--- config.mk ---
export PLATFORM = sky130hd
export DESIGN_NAME = bev_row_white_run_scanner
export DESIGN_NICKNAME = d
export VERILOG_FILES = /design/src/bevrws_pkg.sv /design/src/bevrws_ctrl.sv /design/src/bevrws_datapath.sv /design/src/bev_row_white_run_scanner.sv
export SDC_FILE = /design/constraint.sdc
export NUM_CORES = 2
export LEC_CHECK = 0
export BUFFER_PORTS_ARGS = -buffer_cell sky130_fd_sc_hd__buf_2
export CORE_AREA = 2 2 359 361
export CTS_CLUSTER_SIZE = 30
export DETAILED_ROUTE_END_ITERATION = 8
export DIE_AREA = 0 0 361 363
export PLACE_DENSITY = 0.47
export SLEW_MARGIN = 20
export SYNTH_ARGS = -nofsm -noshare
export SYNTH_HDL_FRONTEND = slang
export SYNTH_SLANG_ARGS = --single-unit
export TNS_END_PERCENT = 30
--- constraint.sdc ---
create_clock -name clk_i -period 27.1 [get_ports clk_i]
set_clock_uncertainty 0.2 [all_clocks]
set_input_delay 8.13 -clock clk_i [delete_from_list [all_inputs] [get_ports clk_i]]
set_output_delay 8.13 -clock clk_i [all_outputs]
set_load 0.005 [all_outputs]
--- src/bevrws_pkg.sv ---
// Shared types and constants of the bird's-eye row white-run scanner.
`timescale 1ns / 1ps

package bevrws_pkg;

  localparam int PIX_W    = 8;
  localparam int CNT_W    = 9;
  localparam int IDX_W    = 8;
  localparam int CFG_IDX_W = 2;
  localparam int CFG_DATA_W = 12;
  localparam int IN_DATA_W  = 48;
  localparam int OUT_DATA_W = 80;

  localparam logic [CFG_IDX_W-1:0] CFG_GRAY_THRESHOLD = 2'd0;
  localparam logic [CFG_IDX_W-1:0] CFG_UNKNOWN_MIN    = 2'd1;
  localparam logic [CFG_IDX_W-1:0] CFG_WHITE_MIN      = 2'd2;
  localparam logic [CFG_IDX_W-1:0] CFG_MIN_SPAN       = 2'd3;

  localparam logic [7:0]  GRAY_THRESHOLD_RST = 8'd128;
  localparam logic [8:0]  UNKNOWN_MIN_RST    = 9'd0;
  localparam logic [8:0]  WHITE_MIN_RST      = 9'd0;
  localparam logic [11:0] MIN_SPAN_RST       = 12'd24;

  localparam logic [CNT_W-1:0] COUNT_MAX = 9'd511;
  localparam logic [7:0] BAND2_MIN = 8'd64;
  localparam logic [7:0] BAND2_MAX = 8'd144;

  // result kinds on m_axis_tuser
  localparam logic KIND_RUN    = 1'b0;
  localparam logic KIND_TOTALS = 1'b1;

  // controller to datapath
  typedef struct packed {
    logic capture;
    logic mult;
    logic interp;
    logic update;
    logic sel_tot;
  } cmd_t;

  // datapath to controller
  typedef struct packed {
    logic run_hit;
    logic row_end;
  } status_t;

endpackage

--- src/bevrws_ctrl.sv ---
// Sequencer of the row scanner: handshakes and step order.
`timescale 1ns / 1ps

module bevrws_ctrl
  import bevrws_pkg::*;
(
  input  logic    clk_i,
  input  logic    rst_ni,
  input  logic    s_tvalid_i,
  output logic    s_tready_o,
  output logic    m_tvalid_o,
  input  logic    m_tready_i,
  output logic    m_tlast_o,
  output logic    m_tuser_o,
  input  status_t status_i,
  output cmd_t    cmd_o
);

  localparam logic [2:0] ST_IDLE    = 3'd0;
  localparam logic [2:0] ST_MULT    = 3'd1;
  localparam logic [2:0] ST_INTERP  = 3'd2;
  localparam logic [2:0] ST_UPDATE  = 3'd3;
  localparam logic [2:0] ST_OUT_RUN = 3'd4;
  localparam logic [2:0] ST_OUT_TOT = 3'd5;

  logic [2:0] state_q, state_d;

  always_comb begin
    state_d     = state_q;
    s_tready_o  = 1'b0;
    m_tvalid_o  = 1'b0;
    m_tlast_o   = 1'b0;
    m_tuser_o   = KIND_RUN;
    cmd_o       = '0;
    case (state_q)
      ST_IDLE: begin
        s_tready_o    = 1'b1;
        cmd_o.capture = s_tvalid_i;
        if (s_tvalid_i) begin
          state_d = ST_MULT;
        end
      end
      ST_MULT: begin
        cmd_o.mult = 1'b1;
        state_d    = ST_INTERP;
      end
      ST_INTERP: begin
        cmd_o.interp = 1'b1;
        state_d      = ST_UPDATE;
      end
      ST_UPDATE: begin
        cmd_o.update = 1'b1;
        if (status_i.run_hit) begin
          state_d = ST_OUT_RUN;
        end else if (status_i.row_end) begin
          state_d = ST_OUT_TOT;
        end else begin
          state_d = ST_IDLE;
        end
      end
      ST_OUT_RUN: begin
        m_tvalid_o = 1'b1;
        m_tlast_o  = !status_i.row_end;
        if (m_tready_i) begin
          state_d = status_i.row_end ? ST_OUT_TOT : ST_IDLE;
        end
      end
      ST_OUT_TOT: begin
        m_tvalid_o    = 1'b1;
        m_tlast_o     = 1'b1;
        m_tuser_o     = KIND_TOTALS;
        cmd_o.sel_tot = 1'b1;
        if (m_tready_i) begin
          state_d = ST_IDLE;
        end
      end
      default: begin
        state_d = ST_IDLE;
      end
    endcase
  end

  always_ff @(posedge clk_i or negedge rst_ni) begin
    if (!rst_ni) begin
      state_q <= ST_IDLE;
    end else begin
      state_q <= state_d;
    end
  end

`ifndef ASSERT_OFF
  a_one_item_at_a_time: assert property (@(posedge clk_i) disable iff (!rst_ni)
    !(s_tready_o && m_tvalid_o))
    else $error("input accepted while a result is pending");

  a_totals_close_item: assert property (@(posedge clk_i) disable iff (!rst_ni)
    (m_tvalid_o && m_tuser_o) |-> m_tlast_o)
    else $error("row totals not flagged as final result");

  a_back_to_idle: assert property (@(posedge clk_i) disable iff (!rst_ni)
    (m_tvalid_o && m_tready_i && m_tlast_o) |=> s_tready_o)
    else $error("not ready after final result of an item");

  a_capture_starts_work: assert property (@(posedge clk_i) disable iff (!rst_ni)
    (s_tvalid_i && s_tready_o) |=> ##2 cmd_o.update)
    else $error("accepted item not processed in sequence");
`endif

endmodule

--- src/bevrws_datapath.sv ---
// Datapath: interpolation, classification, row state, runs and totals.
`timescale 1ns / 1ps

module bevrws_datapath
  import bevrws_pkg::*;
#(
  parameter int MAX_LATERAL_SAMPLES = 256
) (
  input  logic                  clk_i,
  input  logic                  rst_ni,
  input  logic                  cfg_we_i,
  input  logic [CFG_IDX_W-1:0]  cfg_index_i,
  input  logic [CFG_DATA_W-1:0] cfg_data_i,
  input  logic [IN_DATA_W-1:0]  in_data_i,
  input  logic                  in_ok_i,
  input  logic                  in_eor_i,
  input  cmd_t                  cmd_i,
  output status_t               status_o,
  output logic [OUT_DATA_W-1:0] out_data_o
);

  localparam int PW = (MAX_LATERAL_SAMPLES > 2) ? $clog2(MAX_LATERAL_SAMPLES) : 1;
  localparam int XW = (PW > IDX_W) ? PW : IDX_W;
  localparam int SW = ((PW + 4) > 12) ? (PW + 4) : 12;
  localparam logic [PW-1:0] POS_LAST = PW'(MAX_LATERAL_SAMPLES - 1);

  function automatic logic [CNT_W-1:0] sat_inc(input logic [CNT_W-1:0] v);
    return (v < COUNT_MAX) ? v + 1'b1 : COUNT_MAX;
  endfunction

  // configuration
  logic [7:0]  thr_q;
  logic [8:0]  umin_q, wmin_q;
  logic [11:0] span_min_q;

  always_ff @(posedge clk_i or negedge rst_ni) begin
    if (!rst_ni) begin
      thr_q      <= GRAY_THRESHOLD_RST;
      umin_q     <= UNKNOWN_MIN_RST;
      wmin_q     <= WHITE_MIN_RST;
      span_min_q <= MIN_SPAN_RST;
    end else if (cfg_we_i) begin
      case (cfg_index_i)
        CFG_GRAY_THRESHOLD: thr_q      <= cfg_data_i[7:0];
        CFG_UNKNOWN_MIN:    umin_q     <= cfg_data_i[8:0];
        CFG_WHITE_MIN:      wmin_q     <= cfg_data_i[8:0];
        CFG_MIN_SPAN:       span_min_q <= cfg_data_i[11:0];
        default: ;
      endcase
    end
  end

  // captured item
  logic [PIX_W-1:0] tl_q, tr_q, bl_q, br_q, rf_q, cf_q;
  logic             ok_q, eor_q;

  always_ff @(posedge clk_i) begin
    if (cmd_i.capture) begin
      tl_q  <= in_data_i[7:0];
      tr_q  <= in_data_i[15:8];
      bl_q  <= in_data_i[23:16];
      br_q  <= in_data_i[31:24];
      rf_q  <= in_data_i[39:32];
      cf_q  <= in_data_i[47:40];
      ok_q  <= in_ok_i;
      eor_q <= in_eor_i;
    end
  end

  // step 1: horizontal blends, a + (b - a) * f
  logic signed [8:0]  dtop, dbot;
  logic signed [17:0] ptop, pbot, stop, sbot;
  logic [16:0]        top_q, bot_q;

  assign dtop = $signed({1'b0, tr_q}) - $signed({1'b0, tl_q});
  assign dbot = $signed({1'b0, br_q}) - $signed({1'b0, bl_q});
  assign ptop = dtop * $signed({1'b0, cf_q});
  assign pbot = dbot * $signed({1'b0, cf_q});
  assign stop = $signed({1'b0, tl_q, 8'b0}) + ptop;
  assign sbot = $signed({1'b0, bl_q, 8'b0}) + pbot;

  always_ff @(posedge clk_i) begin
    if (cmd_i.mult) begin
      top_q <= stop[16:0];
      bot_q <= sbot[16:0];
    end
  end

  // step 2: vertical blend, rounding, decision products
  logic [7:0]         lo, hi, sat_near, b2;
  logic signed [17:0] dg;
  logic signed [26:0] pg, sg;
  logic [26:0]        rnd;
  logic [7:0]         gray_q;
  logic [16:0]        uprod_q, wprod_q;

  assign lo       = (thr_q == 8'd0) ? 8'd1 : thr_q;
  assign hi       = (thr_q == 8'd255) ? 8'd1 : 8'd255 - thr_q;
  assign sat_near = (lo < hi) ? lo : hi;
  assign b2       = (sat_near < BAND2_MIN) ? BAND2_MIN :
                    (sat_near > BAND2_MAX) ? BAND2_MAX : sat_near;

  assign dg  = $signed({1'b0, bot_q}) - $signed({1'b0, top_q});
  assign pg  = dg * $signed({1'b0, rf_q});
  assign sg  = $signed({2'b0, top_q, 8'b0}) + pg;
  assign rnd = 27'(sg) + 27'd32768;

  always_ff @(posedge clk_i) begin
    if (cmd_i.interp) begin
      gray_q  <= rnd[23:16];
      uprod_q <= 17'(umin_q) * 17'(b2);
      wprod_q <= 17'(wmin_q) * 17'(b2);
    end
  end

  // step 3: classify
  logic [7:0]  mag;
  logic [8:0]  c2, cc;
  logic [16:0] cs;
  logic        bright, unk, is_white, is_black;

  assign mag      = (gray_q > thr_q) ? gray_q - thr_q : thr_q - gray_q;
  assign c2       = {mag, 1'b0};
  assign cc       = (c2 > {1'b0, b2}) ? {1'b0, b2} : c2;
  assign cs       = {cc, 8'b0};
  assign bright   = gray_q > thr_q;
  assign unk      = (cs < uprod_q) || (bright && (cs < wprod_q));
  assign is_white = ok_q && !unk && bright;
  assign is_black = ok_q && !unk && !bright;

  // row state
  logic [PW-1:0]    pos_q, run_start_q, reach_lo_q, reach_hi_q;
  logic             run_open_q, reach_seen_q;
  logic [CNT_W-1:0] white_q, black_q, unk_q, na_q;

  logic [CNT_W-1:0] white_n, black_n, unk_n, na_n, sum_n;
  logic [CNT_W+1:0] sum_w;
  logic [PW-1:0]    reach_lo_n, reach_hi_n, start_n, right_close, cand_l, cand_r, span;
  logic             reach_seen_n, close_run, cand;
  logic [SW-1:0]    span_s;

  assign white_n = is_white ? sat_inc(white_q) : white_q;
  assign black_n = is_black ? sat_inc(black_q) : black_q;
  assign unk_n   = (ok_q && unk) ? sat_inc(unk_q) : unk_q;
  assign na_n    = !ok_q ? sat_inc(na_q) : na_q;
  assign sum_w   = (CNT_W+2)'(white_n) + (CNT_W+2)'(black_n) + (CNT_W+2)'(unk_n);
  assign sum_n   = (sum_w > (CNT_W+2)'(COUNT_MAX)) ? COUNT_MAX : sum_w[CNT_W-1:0];

  assign reach_seen_n = reach_seen_q || ok_q;
  assign reach_lo_n   = !ok_q ? reach_lo_q :
                        (!reach_seen_q || pos_q < reach_lo_q) ? pos_q : reach_lo_q;
  assign reach_hi_n   = !ok_q ? reach_hi_q :
                        (!reach_seen_q || pos_q > reach_hi_q) ? pos_q : reach_hi_q;

  // at most one run closes per item: a non-white item, or a white one at row end
  assign close_run   = !is_white && run_open_q;
  assign start_n     = run_open_q ? run_start_q : pos_q;
  assign right_close = (pos_q == '0) ? '0 : pos_q - 1'b1;
  assign cand_l      = close_run ? run_start_q : start_n;
  assign cand_r      = close_run ? right_close : pos_q;
  assign cand        = close_run || (is_white && eor_q);
  assign span        = (cand_r >= cand_l) ? cand_r - cand_l : '0;
  assign span_s      = SW'({span, 4'b0});

  assign status_o.run_hit = cand && (span_s >= SW'(span_min_q));
  assign status_o.row_end = eor_q;

  always_ff @(posedge clk_i or negedge rst_ni) begin
    if (!rst_ni) begin
      pos_q        <= '0;
      run_open_q   <= 1'b0;
      run_start_q  <= '0;
      white_q      <= '0;
      black_q      <= '0;
      unk_q        <= '0;
      na_q         <= '0;
      reach_seen_q <= 1'b0;
      reach_lo_q   <= '0;
      reach_hi_q   <= '0;
    end else if (cmd_i.update) begin
      if (eor_q) begin
        pos_q        <= '0;
        run_open_q   <= 1'b0;
        run_start_q  <= '0;
        white_q      <= '0;
        black_q      <= '0;
        unk_q        <= '0;
        na_q         <= '0;
        reach_seen_q <= 1'b0;
        reach_lo_q   <= '0;
        reach_hi_q   <= '0;
      end else begin
        if (pos_q != POS_LAST) begin
          pos_q <= pos_q + 1'b1;
        end
        run_open_q   <= is_white;
        run_start_q  <= start_n;
        white_q      <= white_n;
        black_q      <= black_n;
        unk_q        <= unk_n;
        na_q         <= na_n;
        reach_seen_q <= reach_seen_n;
        reach_lo_q   <= reach_lo_n;
        reach_hi_q   <= reach_hi_n;
      end
    end
  end

  // result holding registers
  logic [PW-1:0]    run_l_q, run_r_q, tot_rl_q, tot_rr_q;
  logic [CNT_W-1:0] tot_w_q, tot_b_q, tot_u_q, tot_na_q, tot_sum_q;
  logic             tot_rp_q;

  always_ff @(posedge clk_i) begin
    if (cmd_i.update) begin
      run_l_q   <= cand_l;
      run_r_q   <= cand_r;
      tot_w_q   <= white_n;
      tot_b_q   <= black_n;
      tot_u_q   <= unk_n;
      tot_na_q  <= na_n;
      tot_sum_q <= sum_n;
      tot_rp_q  <= reach_seen_n;
      tot_rl_q  <= reach_lo_n;
      tot_rr_q  <= reach_hi_n;
    end
  end

  logic [XW-1:0] run_l_x, run_r_x, rl_x, rr_x;

  assign run_l_x = XW'(run_l_q);
  assign run_r_x = XW'(run_r_q);
  assign rl_x    = XW'(tot_rl_q);
  assign rr_x    = XW'(tot_rr_q);

  assign out_data_o = cmd_i.sel_tot ?
      {2'b0, rr_x[7:0], rl_x[7:0], tot_rp_q, tot_sum_q, tot_na_q, tot_u_q, tot_b_q,
       tot_w_q, 16'b0} :
      {64'b0, run_r_x[7:0], run_l_x[7:0]};

endmodule

--- src/bev_row_white_run_scanner.sv ---
// Top level of the bird's-eye row white-run scanner.
//
//   channel  handshake                     payload
//   s_axis   s_axis_tvalid/s_axis_tready   tdata pixels+fractions, tuser ok, tlast row end
//   m_axis   m_axis_tvalid/m_axis_tready   tdata run/totals, tuser kind, tlast final
//   cfg      cfg_we_i                      cfg_index_i, cfg_data_i
//
// Each accepted item goes through capture, blend, blend and round, and classify and
// update in that order; any results then leave on m_axis one per handshake.
// The sequencer holds one item at a time: s_axis_tready is high only when idle.
// Reset is asynchronous, active low; it restores the configuration registers and clears row state.
// m_axis stalls hold the result and the sequencer in place.
`timescale 1ns / 1ps

module bev_row_white_run_scanner
  import bevrws_pkg::*;
#(
  parameter int MAX_LATERAL_SAMPLES = 256
) (
  input  logic                  clk_i,
  input  logic                  rst_ni,
  input  logic                  cfg_we_i,
  input  logic [CFG_IDX_W-1:0]  cfg_index_i,
  input  logic [CFG_DATA_W-1:0] cfg_data_i,
  input  logic                  s_axis_tvalid,
  output logic                  s_axis_tready,
  // tl[7:0] tr[15:8] bl[23:16] br[31:24] row_fraction[39:32] col_fraction[47:40]
  input  logic [IN_DATA_W-1:0]  s_axis_tdata,
  input  logic                  s_axis_tuser,  // sample_ok
  input  logic                  s_axis_tlast,  // end_of_row
  output logic                  m_axis_tvalid,
  input  logic                  m_axis_tready,
  // run_left[7:0] run_right[15:8] white[24:16] black[33:25] unknown[42:34]
  // unavailable[51:43] sampleable[60:52] reach_present[61] reach_left[69:62]
  // reach_right[77:70], zero pad
  output logic [OUT_DATA_W-1:0] m_axis_tdata,
  output logic                  m_axis_tuser,  // result_kind
  output logic                  m_axis_tlast   // last result of the item
);

  cmd_t    cmd;
  status_t status;

  bevrws_ctrl u_ctrl (
    .clk_i      (clk_i),
    .rst_ni     (rst_ni),
    .s_tvalid_i (s_axis_tvalid),
    .s_tready_o (s_axis_tready),
    .m_tvalid_o (m_axis_tvalid),
    .m_tready_i (m_axis_tready),
    .m_tlast_o  (m_axis_tlast),
    .m_tuser_o  (m_axis_tuser),
    .status_i   (status),
    .cmd_o      (cmd)
  );

  bevrws_datapath #(
    .MAX_LATERAL_SAMPLES (MAX_LATERAL_SAMPLES)
  ) u_datapath (
    .clk_i       (clk_i),
    .rst_ni      (rst_ni),
    .cfg_we_i    (cfg_we_i),
    .cfg_index_i (cfg_index_i),
    .cfg_data_i  (cfg_data_i),
    .in_data_i   (s_axis_tdata),
    .in_ok_i     (s_axis_tuser),
    .in_eor_i    (s_axis_tlast),
    .cmd_i       (cmd),
    .status_o    (status),
    .out_data_o  (m_axis_tdata)
  );

endmodule
======== After elaboration in Yosys (flattened, before gate mapping) ========
Index checks and enable logic that the tools add are counted.
operators by class
  add/subtract/negate cells ............... 19
  multipliers ............................. 5
  magnitude comparators ................... 16
  equal/unequal tests ..................... 13
  muxes and demuxes ....................... 50
  reduce and logical (&&, ||, !) cells .... 30
operator list
  operator                                             count
  2-to-1 mux 8 bit                                     20
  2-to-1 mux 9 bit                                     13
  2-to-1 mux 78 bit                                    1
  adder 9 x 1 -> 9 bit, second input constant          4
  < comparator 9 bit, second input constant            4
  adder 17 bit                                         2
  < comparator 17 bit                                  2
  multiplier 9 x 8 -> 17 bit                           2
  multiplier 9 x 9 -> 17 bit                           2
  adder 24 x 16 -> 24 bit, second input constant       1
  adder 24 bit                                         1
  multiplier 18 x 9 -> 24 bit                          1
  subtractor 8 bit                                     3
  case mux 3 bit (6 select lines)                      1
  subtractor 17 x 17 -> 18 bit                         1
  subtractor 8 x 8 -> 9 bit                            2
  > comparator 8 bit                                   2
  logical NOT 8 bit                                    2
  < comparator 8 bit                                   2
  2-to-1 mux 3 bit                                     5
  >= comparator 12 bit                                 1
  adder 11 x 9 -> 11 bit                               1
  > comparator 11 x 9 -> 1 bit, second input constant  1
  adder 9 x 9 -> 10 bit                                1
  26 further kinds                                     58
word-level totals
  register bits after elaboration ......... 315
  output and inout bits ................... 84

======== Longest topological paths before layout ========
  depth in word-level cells ............... 24
  mapped depth ............................ 51
  mapped depth without buffers ............ 51

======== Cells and area by module ========
Synthesis repeated with hierarchy kept, for this count alone.
second synthesis, totals
  cell total of the unflattened synthesis .. 3180
  area total of the unflattened synthesis .. 31741.7 µm²
by module, submodules not included
  module           instances  cells each  area each (µm²)  seq. area each (µm²)
  bevrws_datapath  1          3156        31531.5          8832.2
  bevrws_ctrl      1          24          210.2            75.1

======== Worst setup path before layout ========
Ideal clock, no wire load.
  kind .................................... reg2reg
  start ................................... register u_datapath.gray_q[0]
  end ..................................... register u_ctrl.state_q[0]
  arrival ................................. 9.715 ns
  setup slack ............................. 17.085 ns
  cell stages (with the launch flop) ...... 52
  path buffers ............................ 0
  period minus slack after synthesis ...... 10.015 ns
  cells stage by stage .................... edfxtp_1 > inv_1 > ha_1 > inv_1 > fa_1 > a21o_1 > a21o_1 > a221oi_2 > nor2_1 > mux2_1 > a311o_1 > nand3_1 > o211ai_1 > xor2_1 > ha_1 > nand2_1 > nor2_1 > a2111oi_0 > (+16 left out) > a21o_1 > a21o_1 > a21o_1 > a21oi_1 > o21ai_0 > a21o_1 > a21oi_1 > nor2_1 > ha_1 > a21o_1 > a21oi_1 > o21ai_0 > a21oi_1 > o21ai_0 > a21o_1 > o21ai_0 > a21boi_0 > o32ai_1
between the ends
  cells in the longest elaborated chain, start to end .. 19
  elaborated cells on any way between the ends .. 26
ends and longest elaborated chain
  element                                                         line                                            text
  from (decl)                                                     bevrws_datapath.sv:94                           logic [7:0] gray_q;
  from (signal assigned)                                          bevrws_datapath.sv:110                          gray_q <= rnd[23:16];
  subtractor 8 bit / > comparator 8 bit (equally long branches)   bevrws_datapath.sv:122, bevrws_datapath.sv:126
  2-to-1 mux 8 bit                                                bevrws_datapath.sv:122                          assign mag = (gray_q > thr_q) ? gray_q - thr_q : thr_q - gray_q;
  > comparator 9 x 8 -> 1 bit                                     bevrws_datapath.sv:124                          assign cc = (c2 > {1'b0, b2}) ? {1'b0, b2} : c2;
  2-to-1 mux 9 bit                                                bevrws_datapath.sv:124
  < comparator 17 bit                                             bevrws_datapath.sv:127                          assign unk = (cs < uprod_q) || (bright && (cs < wprod_q));
  logical AND 1 bit                                               bevrws_datapath.sv:127
  logical OR 1 bit                                                bevrws_datapath.sv:127
  logical NOT 1 bit                                               bevrws_datapath.sv:128                          assign is_white = ok_q && !unk && bright;
  (+3 left out)                                                   -
  logical AND 1 bit                                               bevrws_datapath.sv:156                          assign close_run = !is_white && run_open_q;
  2-to-1 mux 8 bit (on tied branches)                             bevrws_datapath.sv:160, bevrws_datapath.sv:159
  subtractor 8 bit / >= comparator 8 bit (equally long branches)  bevrws_datapath.sv:162                          assign span = (cand_r >= cand_l) ? cand_r - cand_l : '0;
  2-to-1 mux 8 bit                                                bevrws_datapath.sv:162
  >= comparator 12 bit                                            bevrws_datapath.sv:165                          assign status_o.run_hit = cand && (span_s >= SW'(span_min_q));
  logical AND 1 bit *                                             bevrws_datapath.sv:165
  2-to-1 mux 3 bit *                                              bevrws_ctrl.sv:53                               if (status_i.run_hit) begin
  case mux 3 bit (6 select lines) *                               bevrws_ctrl.sv:35                               case (state_q)
  to (signal assigned)                                            bevrws_ctrl.sv:87                               state_q <= state_d;
  to (decl)                                                       bevrws_ctrl.sv:26                               logic [2:0] state_q, state_d;
Mark *: on every way between the ends. The rest lies on a longest branch, timed or not.
A chain may end at the register's enable or synchronous reset.

======== Worst setup path after layout ========
Same ends and word-level chain as after synthesis.

==> results.md <==
- Starting density of the core: 0.2482
- CP Launch Type: flop
- Residual DRC count: 0
- Final Cycle Share: 0.4212
- Max-slew headroom: 0.3583
- DRT Pass-1 Iters: 5
- FMAX: about 0.09 GHz
- Mapped cell area: 31530 sq um
- FF-to-FF Start: u_datapath.gray_q[0]$_DFFE_PP_
- Most frequent cells in the layout: inv_1, fa_1, ha_1, nand2_1, edfxtp_1
- CP delay by family, top: compound AO/OA/AOI/OAI gates
- Buf+Inv Stages, Crit Path: 4
- Final TNS setup: 0 ns
- Post-CTS Setup Inserts: 0
- Clock slew at reported path FFs: 0.06 ns
- Largest net degree at the start of global routing: 80
- CP max FO: 19
- Worst Setup End Kind: flop
- WL/cell: about 16 microns
- FILL cells: 13360
- Ys flop type: edfxtp_1
- Die area: around 130000 sq um
- Maximum Capacitance Violations: 0
- Initial antenna violation count: 2
- Detail Placement HPWL: approximately 60 mm
- Clock tree sinks: 315
- Clock Path Buffers: 3
- Yosys cell types: 73
- Worst EP arrival: about 12 ns
- Die height: 363 microns
- Flops & latches, synth: between 300 and 400
- Total clock buffers created by CTS: 42
- Crit path largest cell delay: roughly 0.47 ns
- Number of gates resized after CTS: 0
- IO buf count: 150
- Gr usage total: 0.1212
- Actual slew at the worst max-slew pin: 0.9625 ns
- Async set-reset flop share out of synthesis: 0.3524
- Final Hold Vio Count: 0
- Total gr overflow: 0
- Top Ports: between 150 and 200
- Syn Inst Count: between 3000 and 4000
- Chip width: 361 microns
- Detail Route Antenna Nets: 0
- Hold Crit Class: reg2reg
- Seq/Total Area, Yosys: 0.2825
- Core box area: approximately 130000 sq um
- Synthesis warning total: 0
- First-pass GRT wire length: 126.1 mm
- Hold_buf cts: 0
- CTS tree: built
- Hold Startpoint: u_datapath.run_start_q[3]$_DFFE_PN0P_
- Avg Inst Size Synth: slightly above 10 sq um
- Wirelength, routed: between 70 and 80 mm
- Commonest non-fill, non-tap cell in the layout: inv_1
- Status: completed
- Vias: between 20000 and 25000
- Critical path's slowest cell: a21oi_1
- Worst setup path class: reg2reg
- Worst skew pair latency: 0.63 ns
- GPL Wtd Cong: roughly 0.8
- Clk root buf: clkbuf_16
- Final count of negative-setup-slack endpoints: 0
- H-tree depth: 2
- Layout cells sized above 1: 0.09577
- Synth-to-layout area growth: 13.28%
- Final min period: 11.41 ns
- Slew Limit Fails: 0
- Number of global-route vias before repair: 22600
- EDFF count, synth: between 200 and 250
- Initial DRC count: approximately 1200
- Crit. Startpoint: u_datapath.gray_q[0]$_DFFE_PP_
- Site Rows: about 130
- RSZ-0062 raised after global routing: false
- DR vias/cell: approximately 4.3
- CP dominant cell by count: a21o_1
- Final net count: ~4000
- Required @ worst endpoint: between 20 and 30 ns
## final timing paths
kind	endpoint	slack (ns)	cells past startpoint
max	u_ctrl.state_q[0]$_DFFE_PN0P_	15.69	52
min	u_datapath.run_start_q[3]$_DFFE_PN0P_	0.28	2
max reg2reg	u_ctrl.state_q[0]$_DFFE_PN0P_	15.69	52
min reg2reg	u_datapath.run_start_q[3]$_DFFE_PN0P_	0.28	2
max in group asynchronous	u_datapath.thr_q[5]$_DFFE_PN0P_	17.94	2
min in group asynchronous	u_datapath.span_min_q[9]$_DFFE_PN0P_	7.42	1
## sequential cells by signal (all words and copies together) (netlist names), 9 cells and up
| signal | cells |
|---|---|
| u_datapath.bot_q | 17 |
| u_datapath.top_q | 17 |
| u_datapath.uprod_q | 17 |
| u_datapath.wprod_q | 17 |
| u_datapath.span_min_q | 12 |
| u_datapath.black_q | 9 |
| u_datapath.na_q | 9 |
| u_datapath.tot_b_q | 9 |
| u_datapath.tot_na_q | 9 |
| u_datapath.tot_sum_q | 9 |
| u_datapath.tot_u_q | 9 |
| u_datapath.tot_w_q | 9 |
| u_datapath.umin_q | 9 |
| u_datapath.unk_q | 9 |
| u_datapath.white_q | 9 |
| u_datapath.wmin_q | 9 |
## per-stage QoR
step | cell area, sq um | hold WS (ns) | worst slack (ns) | utilization | cells
CTS | 35710 | 0.2843 | 15.76 | 0.2811 | 4972
floorplan | 31610 | 0.2483 | 17.08 | - | 3147
global placement | 34320 | 0.2615 | 15.86 | 0.2702 | 4895
finish | 35720 | 0.2779 | 15.69 | 0.2812 | 4975
global route | 35710 | 0.3100 | 14.69 | 0.2811 | 4972
detailed placement | 34320 | 0.2715 | 15.76 | 0.2702 | 4895
## worst reg2reg max path, delay by kind of cell, from the launching register on
kind / cells / cell delay, ns
AO/OA/AOI/OAI: 26 / 5.38
adder cells (fa/ha/maj): 7 / 2.07
multiplexers: 4 / 1.38
AND/OR/NAND/NOR: 10 / 1.30
buffers and inverters: 4 / 0.44
flip-flops: 1 / 0.39
XOR/XNOR: 1 / 0.18
## synthesized netlist by cell type, drive strengths merged, types with 6 or more instances
cell    number  area share
buf         10      0.0015
nand2      268       0.032
nor3b        6      0.0014
o21bai      26      0.0062
nand3       35      0.0056
nand4       15      0.0030
nor2b       54       0.011
dfrtp      108       0.086
fa         343        0.22
nor4b        7      0.0019
nand2b      21      0.0042
mux2i       20      0.0067
xnor2      106       0.029
xor2        46       0.013
o21ai       72       0.011
nor4        10      0.0020
ha         334        0.13
a21oi      101       0.016
mux2        56       0.020
o22a        10      0.0028
a31oi       17      0.0034
nor3        25      0.0041
nor2       141       0.017
o31ai       11      0.0026
a221o        7      0.0022
a21o        46       0.011
o21a        25      0.0060
and2       172       0.034
a22o        27      0.0075
inv        564       0.067
clkbuf      83      0.0099
edfxtp     204        0.19
and4         7      0.0019
and3        77       0.015
## layout make-up
cell class	count	area, sq um	share of cell area
clock buffer	55	1182	0.03311
clock inverter	22	206.4	0.005780
tap	1662	2079	0.05822
sequential	315	8909	0.2494
inverter	567	2131	0.05966
timing repair buffer	179	970.9	0.02719
multi-input combinational	2172	20230	0.5664
antenna	3	7.507	0.0002102
## layer usage
metal	vias to the layer above	routed length, microns	track usage
met4	0	1657	0.02953
met2	308	36590	0.2032
li1	10500	-	-
met1	10580	37210	0.1651
met3	82	2557	0.01597
met5	-	0	0
## cells by family (layout without fill, tap and decap cells)
logic type	Yosys count	count (layout)	synth area share
AO/OA/AOI/OAI	390	390	0.08219
XOR/XNOR	153	153	0.04294
adder cells (fa/ha/maj)	677	677	0.3503
buffers and inverters	660	823	0.07889
flip-flops	315	315	0.2825
multiplexers	76	76	0.02675
other	2	27	0.0002382
AND/OR/NAND/NOR	852	852	0.1361
Power is not shown: default switching activity piles up to over one toggle a cycle in this logic, so the estimate is an artifact.
